==> src/design/kmd_pkg.sv <==
package kmd_pkg;

    localparam int TIME_W      = 16;
    localparam int ROW_IDX_W   = 3;
    localparam int COL_IDX_W   = 3;
    localparam int COL_FIELD_W = 8;

    localparam logic [TIME_W-1:0] DEBOUNCE_RESET = 16'd20;

    localparam logic MODE_SCAN = 1'b0;
    localparam logic MODE_POLL = 1'b1;

    typedef struct packed {
        logic fire;
        logic pressed;
    } kmd_lane_t;

    typedef struct packed {
        logic                 event_valid;
        logic [ROW_IDX_W-1:0] event_row;
        logic [COL_IDX_W-1:0] event_column;
        logic                 event_pressed;
        logic [TIME_W-1:0]    event_time;
        logic                 event_waiting;
    } kmd_result_t;

endpackage

==> src/design/kmd_lane.sv <==
module kmd_lane #(
    parameter int ROWS = 8,
    localparam int ROW_W = (ROWS > 1) ? $clog2(ROWS) : 1
) (
    input  logic                      clk,
    input  logic                      rst_n,
    input  logic                      en,
    input  logic [ROW_W-1:0]          row_sel,
    input  logic                      level,
    input  logic [kmd_pkg::TIME_W-1:0] now_time,
    input  logic [kmd_pkg::TIME_W-1:0] debounce_time,
    output kmd_pkg::kmd_lane_t        status
);
    import kmd_pkg::*;

    logic              raw_reg    [ROWS];
    logic              stable_reg [ROWS];
    logic [TIME_W-1:0] stamp_reg  [ROWS];

    logic              raw_next;
    logic              stable_next;
    logic [TIME_W-1:0] stamp_next;
    logic [TIME_W-1:0] elapsed;
    logic              changed;
    logic              fire;

    always_comb
    begin
        raw_next    = ~level;
        changed     = raw_next != raw_reg[row_sel];
        stamp_next  = changed ? now_time : stamp_reg[row_sel];
        elapsed     = now_time - stamp_next;
        fire        = (elapsed >= debounce_time) && (stable_reg[row_sel] != raw_next);
        stable_next = fire ? raw_next : stable_reg[row_sel];
    end

    assign status.fire    = fire & en;
    assign status.pressed = raw_next;

    always_ff @(posedge clk or negedge rst_n)
    begin
        if (!rst_n)
        begin
            for (int r = 0; r < ROWS; r++)
            begin
                raw_reg[r]    <= 1'b0;
                stable_reg[r] <= 1'b0;
                stamp_reg[r]  <= '0;
            end
        end
        else if (en)
        begin
            raw_reg[row_sel]    <= raw_next;
            stable_reg[row_sel] <= stable_next;
            stamp_reg[row_sel]  <= stamp_next;
        end
    end

endmodule

==> src/design/kmd_merge.sv <==
module kmd_merge #(
    parameter int LANES = 8
) (
    input  logic                         clk,
    input  logic                         rst_n,
    input  logic                         accept,
    input  logic                         mode,
    input  logic [kmd_pkg::ROW_IDX_W-1:0] key_row,
    input  logic [kmd_pkg::TIME_W-1:0]    now_time,
    input  kmd_pkg::kmd_lane_t           lane_status [LANES],
    output kmd_pkg::kmd_result_t         result
);
    import kmd_pkg::*;

    logic                 slot_full_reg;
    logic                 slot_full_next;
    logic [ROW_IDX_W-1:0] slot_row_reg;
    logic [COL_IDX_W-1:0] slot_column_reg;
    logic                 slot_pressed_reg;
    logic [TIME_W-1:0]    slot_time_reg;

    logic                 hit;
    logic [COL_IDX_W-1:0] hit_column;
    logic                 hit_pressed;
    logic                 fill;
    logic                 take;

    // lowest firing column wins
    always_comb
    begin
        hit         = 1'b0;
        hit_column  = '0;
        hit_pressed = 1'b0;
        for (int i = LANES - 1; i >= 0; i--)
        begin
            if (lane_status[i].fire)
            begin
                hit         = 1'b1;
                hit_column  = COL_IDX_W'(i);
                hit_pressed = lane_status[i].pressed;
            end
        end
    end

    always_comb
    begin
        fill = accept && (mode == MODE_SCAN) && hit && !slot_full_reg;
        take = accept && (mode == MODE_POLL) && slot_full_reg;
        if (fill)
            slot_full_next = 1'b1;
        else if (take)
            slot_full_next = 1'b0;
        else
            slot_full_next = slot_full_reg;
    end

    always_comb
    begin
        result = '0;
        if (mode == MODE_POLL)
        begin
            if (slot_full_reg)
            begin
                result.event_valid   = 1'b1;
                result.event_row     = slot_row_reg;
                result.event_column  = slot_column_reg;
                result.event_pressed = slot_pressed_reg;
                result.event_time    = slot_time_reg;
            end
        end
        else
        begin
            result.event_waiting = slot_full_next;
        end
    end

    always_ff @(posedge clk or negedge rst_n)
    begin
        if (!rst_n)
            slot_full_reg <= 1'b0;
        else
            slot_full_reg <= slot_full_next;
    end

    always_ff @(posedge clk)
    begin
        if (fill)
        begin
            slot_row_reg     <= key_row;
            slot_column_reg  <= hit_column;
            slot_pressed_reg <= hit_pressed;
            slot_time_reg    <= now_time;
        end
    end

endmodule

==> src/design/keypad_matrix_debouncer_unit.sv <==
// Debounces every key of a ROWS x COLUMNS keypad matrix, one column lane per key column.
// Each request is either a row scan (key_row, active-low column_bits, millisecond now_time)
// or a poll that returns and clears the single pending key event; every request gives exactly
// one result. A request is taken every clock cycle while req_stall is low: all column lanes
// compare elapsed time against debounce_time and update their row's state in that same cycle,
// and the result is written to an output register backed by a one-entry skid stage, so
// req_stall rises only when both hold results that res_stall keeps waiting. Rows at or beyond
// ROWS are ignored, as are columns beyond eight. All key state sits in flip-flops cleared by
// reset; there is no clearing pass. Write debounce_time only while no request is in flight.
module keypad_matrix_debouncer_unit #(
    parameter int ROWS    = 8,
    parameter int COLUMNS = 8
) (
    input  logic                            clk,
    input  logic                            rst_n,
    input  logic                            debounce_time_we,
    input  logic [kmd_pkg::TIME_W-1:0]      debounce_time,
    input  logic                            req_valid,
    output logic                            req_stall,
    input  logic                            mode,
    input  logic [kmd_pkg::ROW_IDX_W-1:0]   key_row,
    input  logic [kmd_pkg::COL_FIELD_W-1:0] column_bits,
    input  logic [kmd_pkg::TIME_W-1:0]      now_time,
    output logic                            res_valid,
    input  logic                            res_stall,
    output logic                            event_valid,
    output logic [kmd_pkg::ROW_IDX_W-1:0]   event_row,
    output logic [kmd_pkg::COL_IDX_W-1:0]   event_column,
    output logic                            event_pressed,
    output logic [kmd_pkg::TIME_W-1:0]      event_time,
    output logic                            event_waiting
);
    import kmd_pkg::*;

    localparam int LANES = (COLUMNS < COL_FIELD_W) ? COLUMNS : COL_FIELD_W;
    localparam int ROW_W = (ROWS > 1) ? $clog2(ROWS) : 1;

    logic [TIME_W-1:0]    debounce_time_reg;
    logic [ROW_IDX_W+1:0] row_wide;
    logic                 row_ok;
    logic [ROW_W-1:0]     row_sel;
    logic                 accept;
    logic                 lane_en;
    kmd_lane_t            lane_status [LANES];
    kmd_result_t          result;

    kmd_result_t          out_reg;
    kmd_result_t          skid_reg;
    logic                 res_valid_reg;
    logic                 skid_valid_reg;
    logic                 out_take;

    assign row_wide  = {2'b00, key_row};
    assign row_ok    = row_wide < (ROW_IDX_W + 2)'(ROWS);
    assign row_sel   = ROW_W'(key_row);
    assign req_stall = skid_valid_reg;
    assign accept    = req_valid && !skid_valid_reg;
    assign lane_en   = accept && (mode == MODE_SCAN) && row_ok;
    assign out_take  = res_valid_reg && !res_stall;

    always_ff @(posedge clk or negedge rst_n)
    begin
        if (!rst_n)
            debounce_time_reg <= DEBOUNCE_RESET;
        else if (debounce_time_we)
            debounce_time_reg <= debounce_time;
    end

    for (genvar c = 0; c < LANES; c++)
    begin : g_lane
        kmd_lane #(
            .ROWS (ROWS)
        ) u_lane (
            .clk           (clk),
            .rst_n         (rst_n),
            .en            (lane_en),
            .row_sel       (row_sel),
            .level         (column_bits[c]),
            .now_time      (now_time),
            .debounce_time (debounce_time_reg),
            .status        (lane_status[c])
        );
    end

    kmd_merge #(
        .LANES (LANES)
    ) u_merge (
        .clk         (clk),
        .rst_n       (rst_n),
        .accept      (accept),
        .mode        (mode),
        .key_row     (key_row),
        .now_time    (now_time),
        .lane_status (lane_status),
        .result      (result)
    );

    always_ff @(posedge clk or negedge rst_n)
    begin
        if (!rst_n)
        begin
            res_valid_reg  <= 1'b0;
            skid_valid_reg <= 1'b0;
        end
        else if (skid_valid_reg)
        begin
            if (out_take)
                skid_valid_reg <= 1'b0;
        end
        else if (accept)
        begin
            if (res_valid_reg && !out_take)
                skid_valid_reg <= 1'b1;
            else
                res_valid_reg <= 1'b1;
        end
        else if (out_take)
        begin
            res_valid_reg <= 1'b0;
        end
    end

    always_ff @(posedge clk)
    begin
        if (skid_valid_reg)
        begin
            if (out_take)
                out_reg <= skid_reg;
        end
        else if (accept)
        begin
            if (res_valid_reg && !out_take)
                skid_reg <= result;
            else
                out_reg <= result;
        end
    end

    assign res_valid     = res_valid_reg;
    assign event_valid   = out_reg.event_valid;
    assign event_row     = out_reg.event_row;
    assign event_column  = out_reg.event_column;
    assign event_pressed = out_reg.event_pressed;
    assign event_time    = out_reg.event_time;
    assign event_waiting = out_reg.event_waiting;

endmodule

==> config.mk <==
export PLATFORM = sky130hd
export DESIGN_NAME = keypad_matrix_debouncer_unit
export DESIGN_NICKNAME = d
export VERILOG_FILES = /design/src/design/kmd_pkg.sv /design/src/design/kmd_lane.sv /design/src/design/kmd_merge.sv /design/src/design/keypad_matrix_debouncer_unit.sv
export SDC_FILE = /design/constraint.sdc
export NUM_CORES = 2
export LEC_CHECK = 0
export BUFFER_PORTS_ARGS = -buffer_cell sky130_fd_sc_hd__buf_2
export CAP_MARGIN = 25
export CORE_UTILIZATION = 63
export DETAILED_ROUTE_END_ITERATION = 12
export PLACE_DENSITY = 0.8
export RECOVER_POWER = 25
export REMOVE_ABC_BUFFERS = 1
export SLEW_MARGIN = 10
export SYNTH_ARGS = -nofsm -noshare
export SYNTH_HDL_FRONTEND = slang
export SYNTH_SLANG_ARGS = --single-unit
==> constraint.sdc <==
create_clock -name clk -period 7.7 [get_ports clk]
set_input_delay 0.385 -clock clk [delete_from_list [all_inputs] [get_ports clk]]
set_output_delay 0.385 -clock clk [all_outputs]
set_load 0.01 [all_outputs]
# After elaboration in Yosys (flattened, before gate mapping)
# Cells that the tools add are included.
# word_totals
wordCells,455
register_bits,1244
# op_classes
mux,155
order_cmp,11
n_reduce_logical,29
eq_ne,19
add_sub_neg,8
n_bitwise,19
# ops
cell,n
$bwmux 128,8
$mux 16,25
$bmux 16 s3,8
$bwmux 8,16
$ge 16x16->1,8
$sub 16x16->16,8
$mux 25,4
$mux 1,68
$bmux 1 s3,16
$demux 16 s3,1
$mux 24,2
$logic_and 1x1->1,18
$ne 1x1->1,16
$mux 3,4
$not 1->1,10
$reduce_and 3->1,3
$and 1x1->1,8
$ge 4x4->1 const B,1
$logic_not 1->1,4
$lt 3x4->1 const B,1
$lt 4x1->1 const B,1
$mux 2,2
$ne 2x2->1 const B,2
$not 3->4,1
other kinds (5),6

# Logic depth before layout (Yosys ltp)
# depth
depth_word,25
mapped_depth,35

# Cells and area by module
# From an unflattened synthesis, not the netlist that was laid out.
# hier_totals
cells_unflattened,6336
area_unflattened_um2,64063.9
# modules_own_cells
mod,instances,area_per_inst_um2,seq_area_each_um2,cells_each
kmd_lane at g_lane[3].u_lane ...,3,7597.3,3603.5,764
kmd_lane at g_lane[1].u_lane ...,2,7500.9,3603.5,749
kmd_lane at g_lane[7].u_lane,1,7626.1,3603.5,819
kmd_lane at g_lane[6].u_lane,1,7547.2,3603.5,769
kmd_lane at g_lane[0].u_lane,1,7492.2,3603.5,746
keypad_matrix_debouncer_unit,1,2549.9,1954.4,126
kmd_merge,1,1054.8,715.7,86

# Least setup slack after synthesis
# No wires, ideal clock.
# synth_timing
path_type,input to register
start,input port key_row[2] (netlist bit)
end,"register u_merge.slot_column_reg[0], enable pin"
required_time_ps,7283
stages,33
n_path_buf,6
arrival_ps,7647
slack_ps,-364
cell_sequence,buf_4 -> buf_4 -> buf_2 -> buf_2 -> nor3_1 -> clkbuf_1 -> a22oi_1 -> nand4_1 -> xor2_1 -> clkbuf_1 -> o21ai_1 -> inv_1 -> ha_1 -> inv_1 -> fa_1 -> a21o_1 -> a21oi_1 -> o21ai_0 -> a21oi_1 -> o21bai_1 -> a21oi_1 -> o21bai_1 -> a2111o_1 -> a31oi_1 -> o21ai_0 -> xor2_1 -> ha_1 -> nand4_1 -> a211oi_1 -> a21oi_1 -> or3_1 -> a21boi_0 -> a31oi_1
# synth_lines
item,line_no,text
"start, declared",keypad_matrix_debouncer_unit.sv:21,"input logic [kmd_pkg::ROW_IDX_W-1:0] key_row,"
$not 3->4 (not written as such) *,"kmd_lane.sv:30, kmd_lane.sv:31",
$bmux 1 s3,kmd_lane.sv:30,changed = raw_next != raw_reg[row_sel];
$mux 1 (not written as such) (2 in series),kmd_lane.sv:30,
$ne 1x1->1,kmd_lane.sv:30,
$mux 16 *,kmd_lane.sv:31,stamp_next = changed ? now_time : stamp_reg[row_sel];
net g_lane[2].u_lane.stamp_next[0],kmd_lane.sv:22,logic [TIME_W-1:0] stamp_next;
$sub 16x16->16 *,kmd_lane.sv:32,elapsed = now_time - stamp_next;
$ge 16x16->1 *,kmd_lane.sv:33,fire = (elapsed >= debounce_time) && (stable_reg[row_sel] != raw_next);
$logic_and 1x1->1 *,kmd_lane.sv:33,
$and 1x1->1 *,kmd_lane.sv:37,assign status.fire = fire & en;
$mux 1 * (3 in series),kmd_merge.sv:36,if (lane_status[i].fire)
$logic_and 1x1->1 * (2 in series),kmd_merge.sv:47,fill = accept && (mode == MODE_SCAN) && hit && !slot_full_reg;
net u_merge.fill,kmd_merge.sv:25,logic fill;
"end signal, assigned",kmd_merge.sv:90,slot_column_reg <= hit_column;
"end, declared",kmd_merge.sv:18,logic [COL_IDX_W-1:0] slot_column_reg;
# Mark *: on every way through the listed nets, which the timed path passes. The rest lies on a longest branch. The select of a mux whose other input is x is not followed.
# A chain may end at the register's enable or synchronous reset.

# Worst setup path in the final report
# layout_timing
start,register g_lane[1].u_lane.raw_reg[5] (netlist bit)
end,"register out_reg (netlist bit event_waiting), data pin"
# layout_between
elab_chain_len,18
# layout_rtl
item,line_no,text
"start, declared",kmd_lane.sv:16,logic raw_reg [ROWS];
"start signal, assigned by index",kmd_lane.sv:53,raw_reg[row_sel] <= raw_next;
$bmux 1 s3,kmd_lane.sv:30,
$mux 1 (not written as such) (2 in series),kmd_lane.sv:30,
$ne 1x1->1,kmd_lane.sv:30,
$mux 16,kmd_lane.sv:31,
$sub 16x16->16,kmd_lane.sv:32,
$ge 16x16->1,kmd_lane.sv:33,
$logic_and 1x1->1,kmd_lane.sv:33,
$and 1x1->1,kmd_lane.sv:37,
$mux 1 (2 in series),kmd_merge.sv:36,
$logic_and 1x1->1 (2 in series),kmd_merge.sv:47,
$mux 1,kmd_merge.sv:49,if (fill)
$mux 1,kmd_merge.sv:60,if (mode == MODE_POLL)
$mux 25,keypad_matrix_debouncer_unit.sv:132,if (res_valid_reg && !out_take)
$mux 25,keypad_matrix_debouncer_unit.sv:130,else if (accept)
$mux 25,keypad_matrix_debouncer_unit.sv:125,if (skid_valid_reg)
"end signal, assigned",keypad_matrix_debouncer_unit.sv:128,out_reg <= skid_reg;
"end signal, assigned",keypad_matrix_debouncer_unit.sv:135,out_reg <= result;
"end, declared",keypad_matrix_debouncer_unit.sv:47,kmd_result_t out_reg;
# No other way between the ends. The select of a mux whose other input is x is not followed.

==> results.md <==
- Hold_ws: 31.3 ps
- R2R setup slack: 540 ps
- Fin. Hold Viols: 0
- Most instantiated cells after synthesis: 1258 x nand2_1, 1244 x o21ai_0, 1169 x dfrtp_1
- Vias in the first global route: 48.2k
- RSZ-0062 raised after global routing: no
- Setup repair bufs after CTS: 0
- Final Wtd Congestion: 0.936
- CP Data Arrival Time: 7650 ps
- R2R Path End: event_waiting
- GR peak layer: met2
- Placed cell area: 60500 um2
- Critical path peak fanout: 25
- Post-Route Skew: 27.2 ps
- Total Routed Length: 174 mm
- Root buf cell: clkbuf_16
- Post-synth EDFFs: 73
- DRC: 0
- Synthesized area: 58700 um2
- DIE AREA: 94400 um2
- Met2 Use GR: 58.1%
- Synth top area cells: dfrtp_1 50%, o21ai_0 11%, nand2_1 8.0%, ha_1 5.3%, a22oi_1 3.7%
- Final Non-Filler Cells: 7357
- Post-Synthesis Cells: 6075
- Req. time, crit path: 8190 ps
- Initial antenna violation count: 2
- Overflow after GRT: 0
- Layout area overhead: 10.7%
- Max FFs per register: 1024
- Reg clk slew, reported paths: 60 ps
- Layout cells sized above 1: 7.00%
- GRT met3 Usage: 7.23%
- Violated checks: capacitance limit, slew limit
- CTS sink cnt: 1244
- Dominant cell by count in the synthesized netlist: nand2_1
- FF-to-FF path depth: 26
- Setup crit start kind: register
- Largest net degree at the start of global routing: 251
- Detailed placement HPWL: 102 mm
- Netlist cell types: 65
- Clk_lat worst skew: 750 ps
- PnR Total Power: 0.0262 W
- Total global routing track utilization: 37.4%
- Chip height: 307 um
- Max Transition Viols Final: 644
- Synth area leader: dfrtp_1
- Final setup fails: 0
- Fin nets: 6316
- IR drop worst, VDD: 0.000246 V
- TritonCTS clock tree: built
- Leak: 29.4 nW
- Clock buffer depth: 3
- Met1 Use GR: 51.3%
- Average wire per standard cell: 23.6 um
- DR vias: 48.4k
- Number of fill cells in the layout: 6751
- Slew HR: -281%
- Number of synthesized register bits: 1244
- Worst-Margin Slew: 5710 ps
- Period utilization: 93.0%
- Warnings, synthesis: 0
- First-pass GRT wire length: 274 mm
- Mean Syn Cell Area: 9.66 um2
- H-Tree Depth: 4
- Vias per cell: 6.58
- Cells after DPL: 7094
- Dominant synthesized flop cell: dfrtp_1
- I/O Pins: 76
- TritonCTS Buffers: 132
- DRT Pass-1 Iters: 6
- FFs w/ async S/R, synth: 94.1%
- Hold Path Stages: 2
- DR iter-0 viols: 5265
- Post-DRT Antenna Nets: 0
- Cell area power density: 404 nW/um2
- Critical Path Start: g_lane[1].u_lane.raw_reg[5]
- Max Cap Violations: 22
- Outcome: finished, violations left
- F_max: 0.140 GHz
- Initial core utilization: 63.8%
- FF-to-FF Start: g_lane[1].u_lane.raw_reg[5]
- IO Port Bufs: 75
- Critical path class: reg2reg
- Worst setup EP type: register
- Chip Width: 307 um
- Core Rows: 111
- Area share of the largest cell type after synthesis: 49.9%
- Worst Setup EP: event_waiting
- Finished Cell Area: 64900 um2
- Sequential area share after synthesis: 53.7%
- Core area: 91900 um2
- Core Util, Final: 70.6%
- Hold WC Path Type: in2reg
- Minimum clock period: 7160 ps
[final cells by class]
cell class,count,area (um2),share of cell area [%]
clock buffers,194,3930,6.06
clock inverters,41,363,0.559
repair buffers,236,1850,2.85
multi-input cells,4287,25300,39.0
diodes,2,5.00,0.00771
well taps,1243,1560,2.40
inverters,110,413,0.636
flip-flops and latches,1244,31500,48.5
[routing by layer]
layer / wire length, um / vias to the layer above / share of wire, %
li1: - / 21600 / -
met1: 69400 / 23700 / 40
met2: 78200 / 2546 / 45
met3: 17900 / 563 / 10
met4: 8210 / 0 / 4.7
met5: 0 / - / 0
[layout by cell type, fill, tap and decap left out, types with 34 or more instances in the layout]
cell type,synthesis,final
a21o_1,69,69
a21oi_1,114,114
a221oi_1,117,117
a22o_1,116,116
a22oi_1,292,292
buf_2,10,34
buf_4,2,105
clkbuf_1,388,80
clkbuf_16,0,138
dfrtp_1,1169,1169
edfxtp_1,73,73
ha_1,248,248
inv_1,110,110
nand2_1,1258,1254
nand4_1,128,128
nor2_1,109,107
o21ai_0,1244,1244
o21ai_1,101,101
xnor2_1,92,88
[worst min path at each step]
stage	startpoint	to	slack, ps
2_1_floorplan	rst_n	debounce_time_reg[0]	90
3_3_place_gp	g_lane[7].u_lane.raw_reg[5]	g_lane[7].u_lane.raw_reg[5]	460
3_5_place_dp	g_lane[7].u_lane.stable_reg[2]	g_lane[7].u_lane.stable_reg[2]	470
4_1_cts	column_bits[1]	g_lane[1].u_lane.raw_reg[7]	3
5_1_grt	column_bits[1]	g_lane[1].u_lane.raw_reg[3]	30
6_report	column_bits[1]	g_lane[1].u_lane.raw_reg[7]	30
[worst max-delay path, stage by stage (launching register included)]
cell	delay, ps
dfrtp_1	380
a22oi_1	270
nand4_1	260
xnor2_4	440
buf_4	440
o21ai_1	270
ha_1	460
a21boi_0	150
o21ai_0	490
a21boi_0	220
o21ai_0	230
a21oi_1	140
o41ai_2	370
o21bai_1	100
a21oi_1	210
xnor2_1	140
ha_1	260
a21o_1	160
a21o_1	170
a21oi_1	140
o21ai_0	110
a21oi_1	520
buf_4	250
o22ai_1	90
nand2_1	180
nand3_1	150
o31a_1	260
[power breakdown]
part           switching (W)  total, W  leakage, nW  internal [W]
logic                0.00587   0.00946         11.3       0.00358
clock network        0.00262   0.00632         2.12       0.00371
registers            0.00135    0.0104         16.0       0.00908
total                0.00984    0.0262         29.4        0.0164
[what timing repair did]
action	4_1_cts	5_1_grt
resized for setup	0	2
endpoints found under the setup margin	0	25
hold buffers	20	0
endpoints found under the hold margin	136	0
[kinds of logic (layout without fill, tap and decap cells)]
group                    count (synthesis)  count (layout)  synth area share, %
XOR/XNOR                               121             121                 1.81
adder cells (fa/ha/maj)                256             256                 5.56
other                                    0               2                    0
flip-flops                            1244            1244                 53.7
AND/OR/NAND/NOR                       1638            1638                 11.5
AO/OA/AOI/OAI                         2201            2201                 22.5
multiplexers                            71              71                 1.43
buffers and inverters                  544             581                 3.51
[through the flow]
step                      setup WS (ps)  TNS (ps)
after global routing               73.2         0
final                               541         0
after CTS                           520         0
after detailed placement          -46.6     -46.9
after global placement              118         0
after floorplan                   -9170  -5296880
Note: power is estimated with default switching activity, not from simulation.
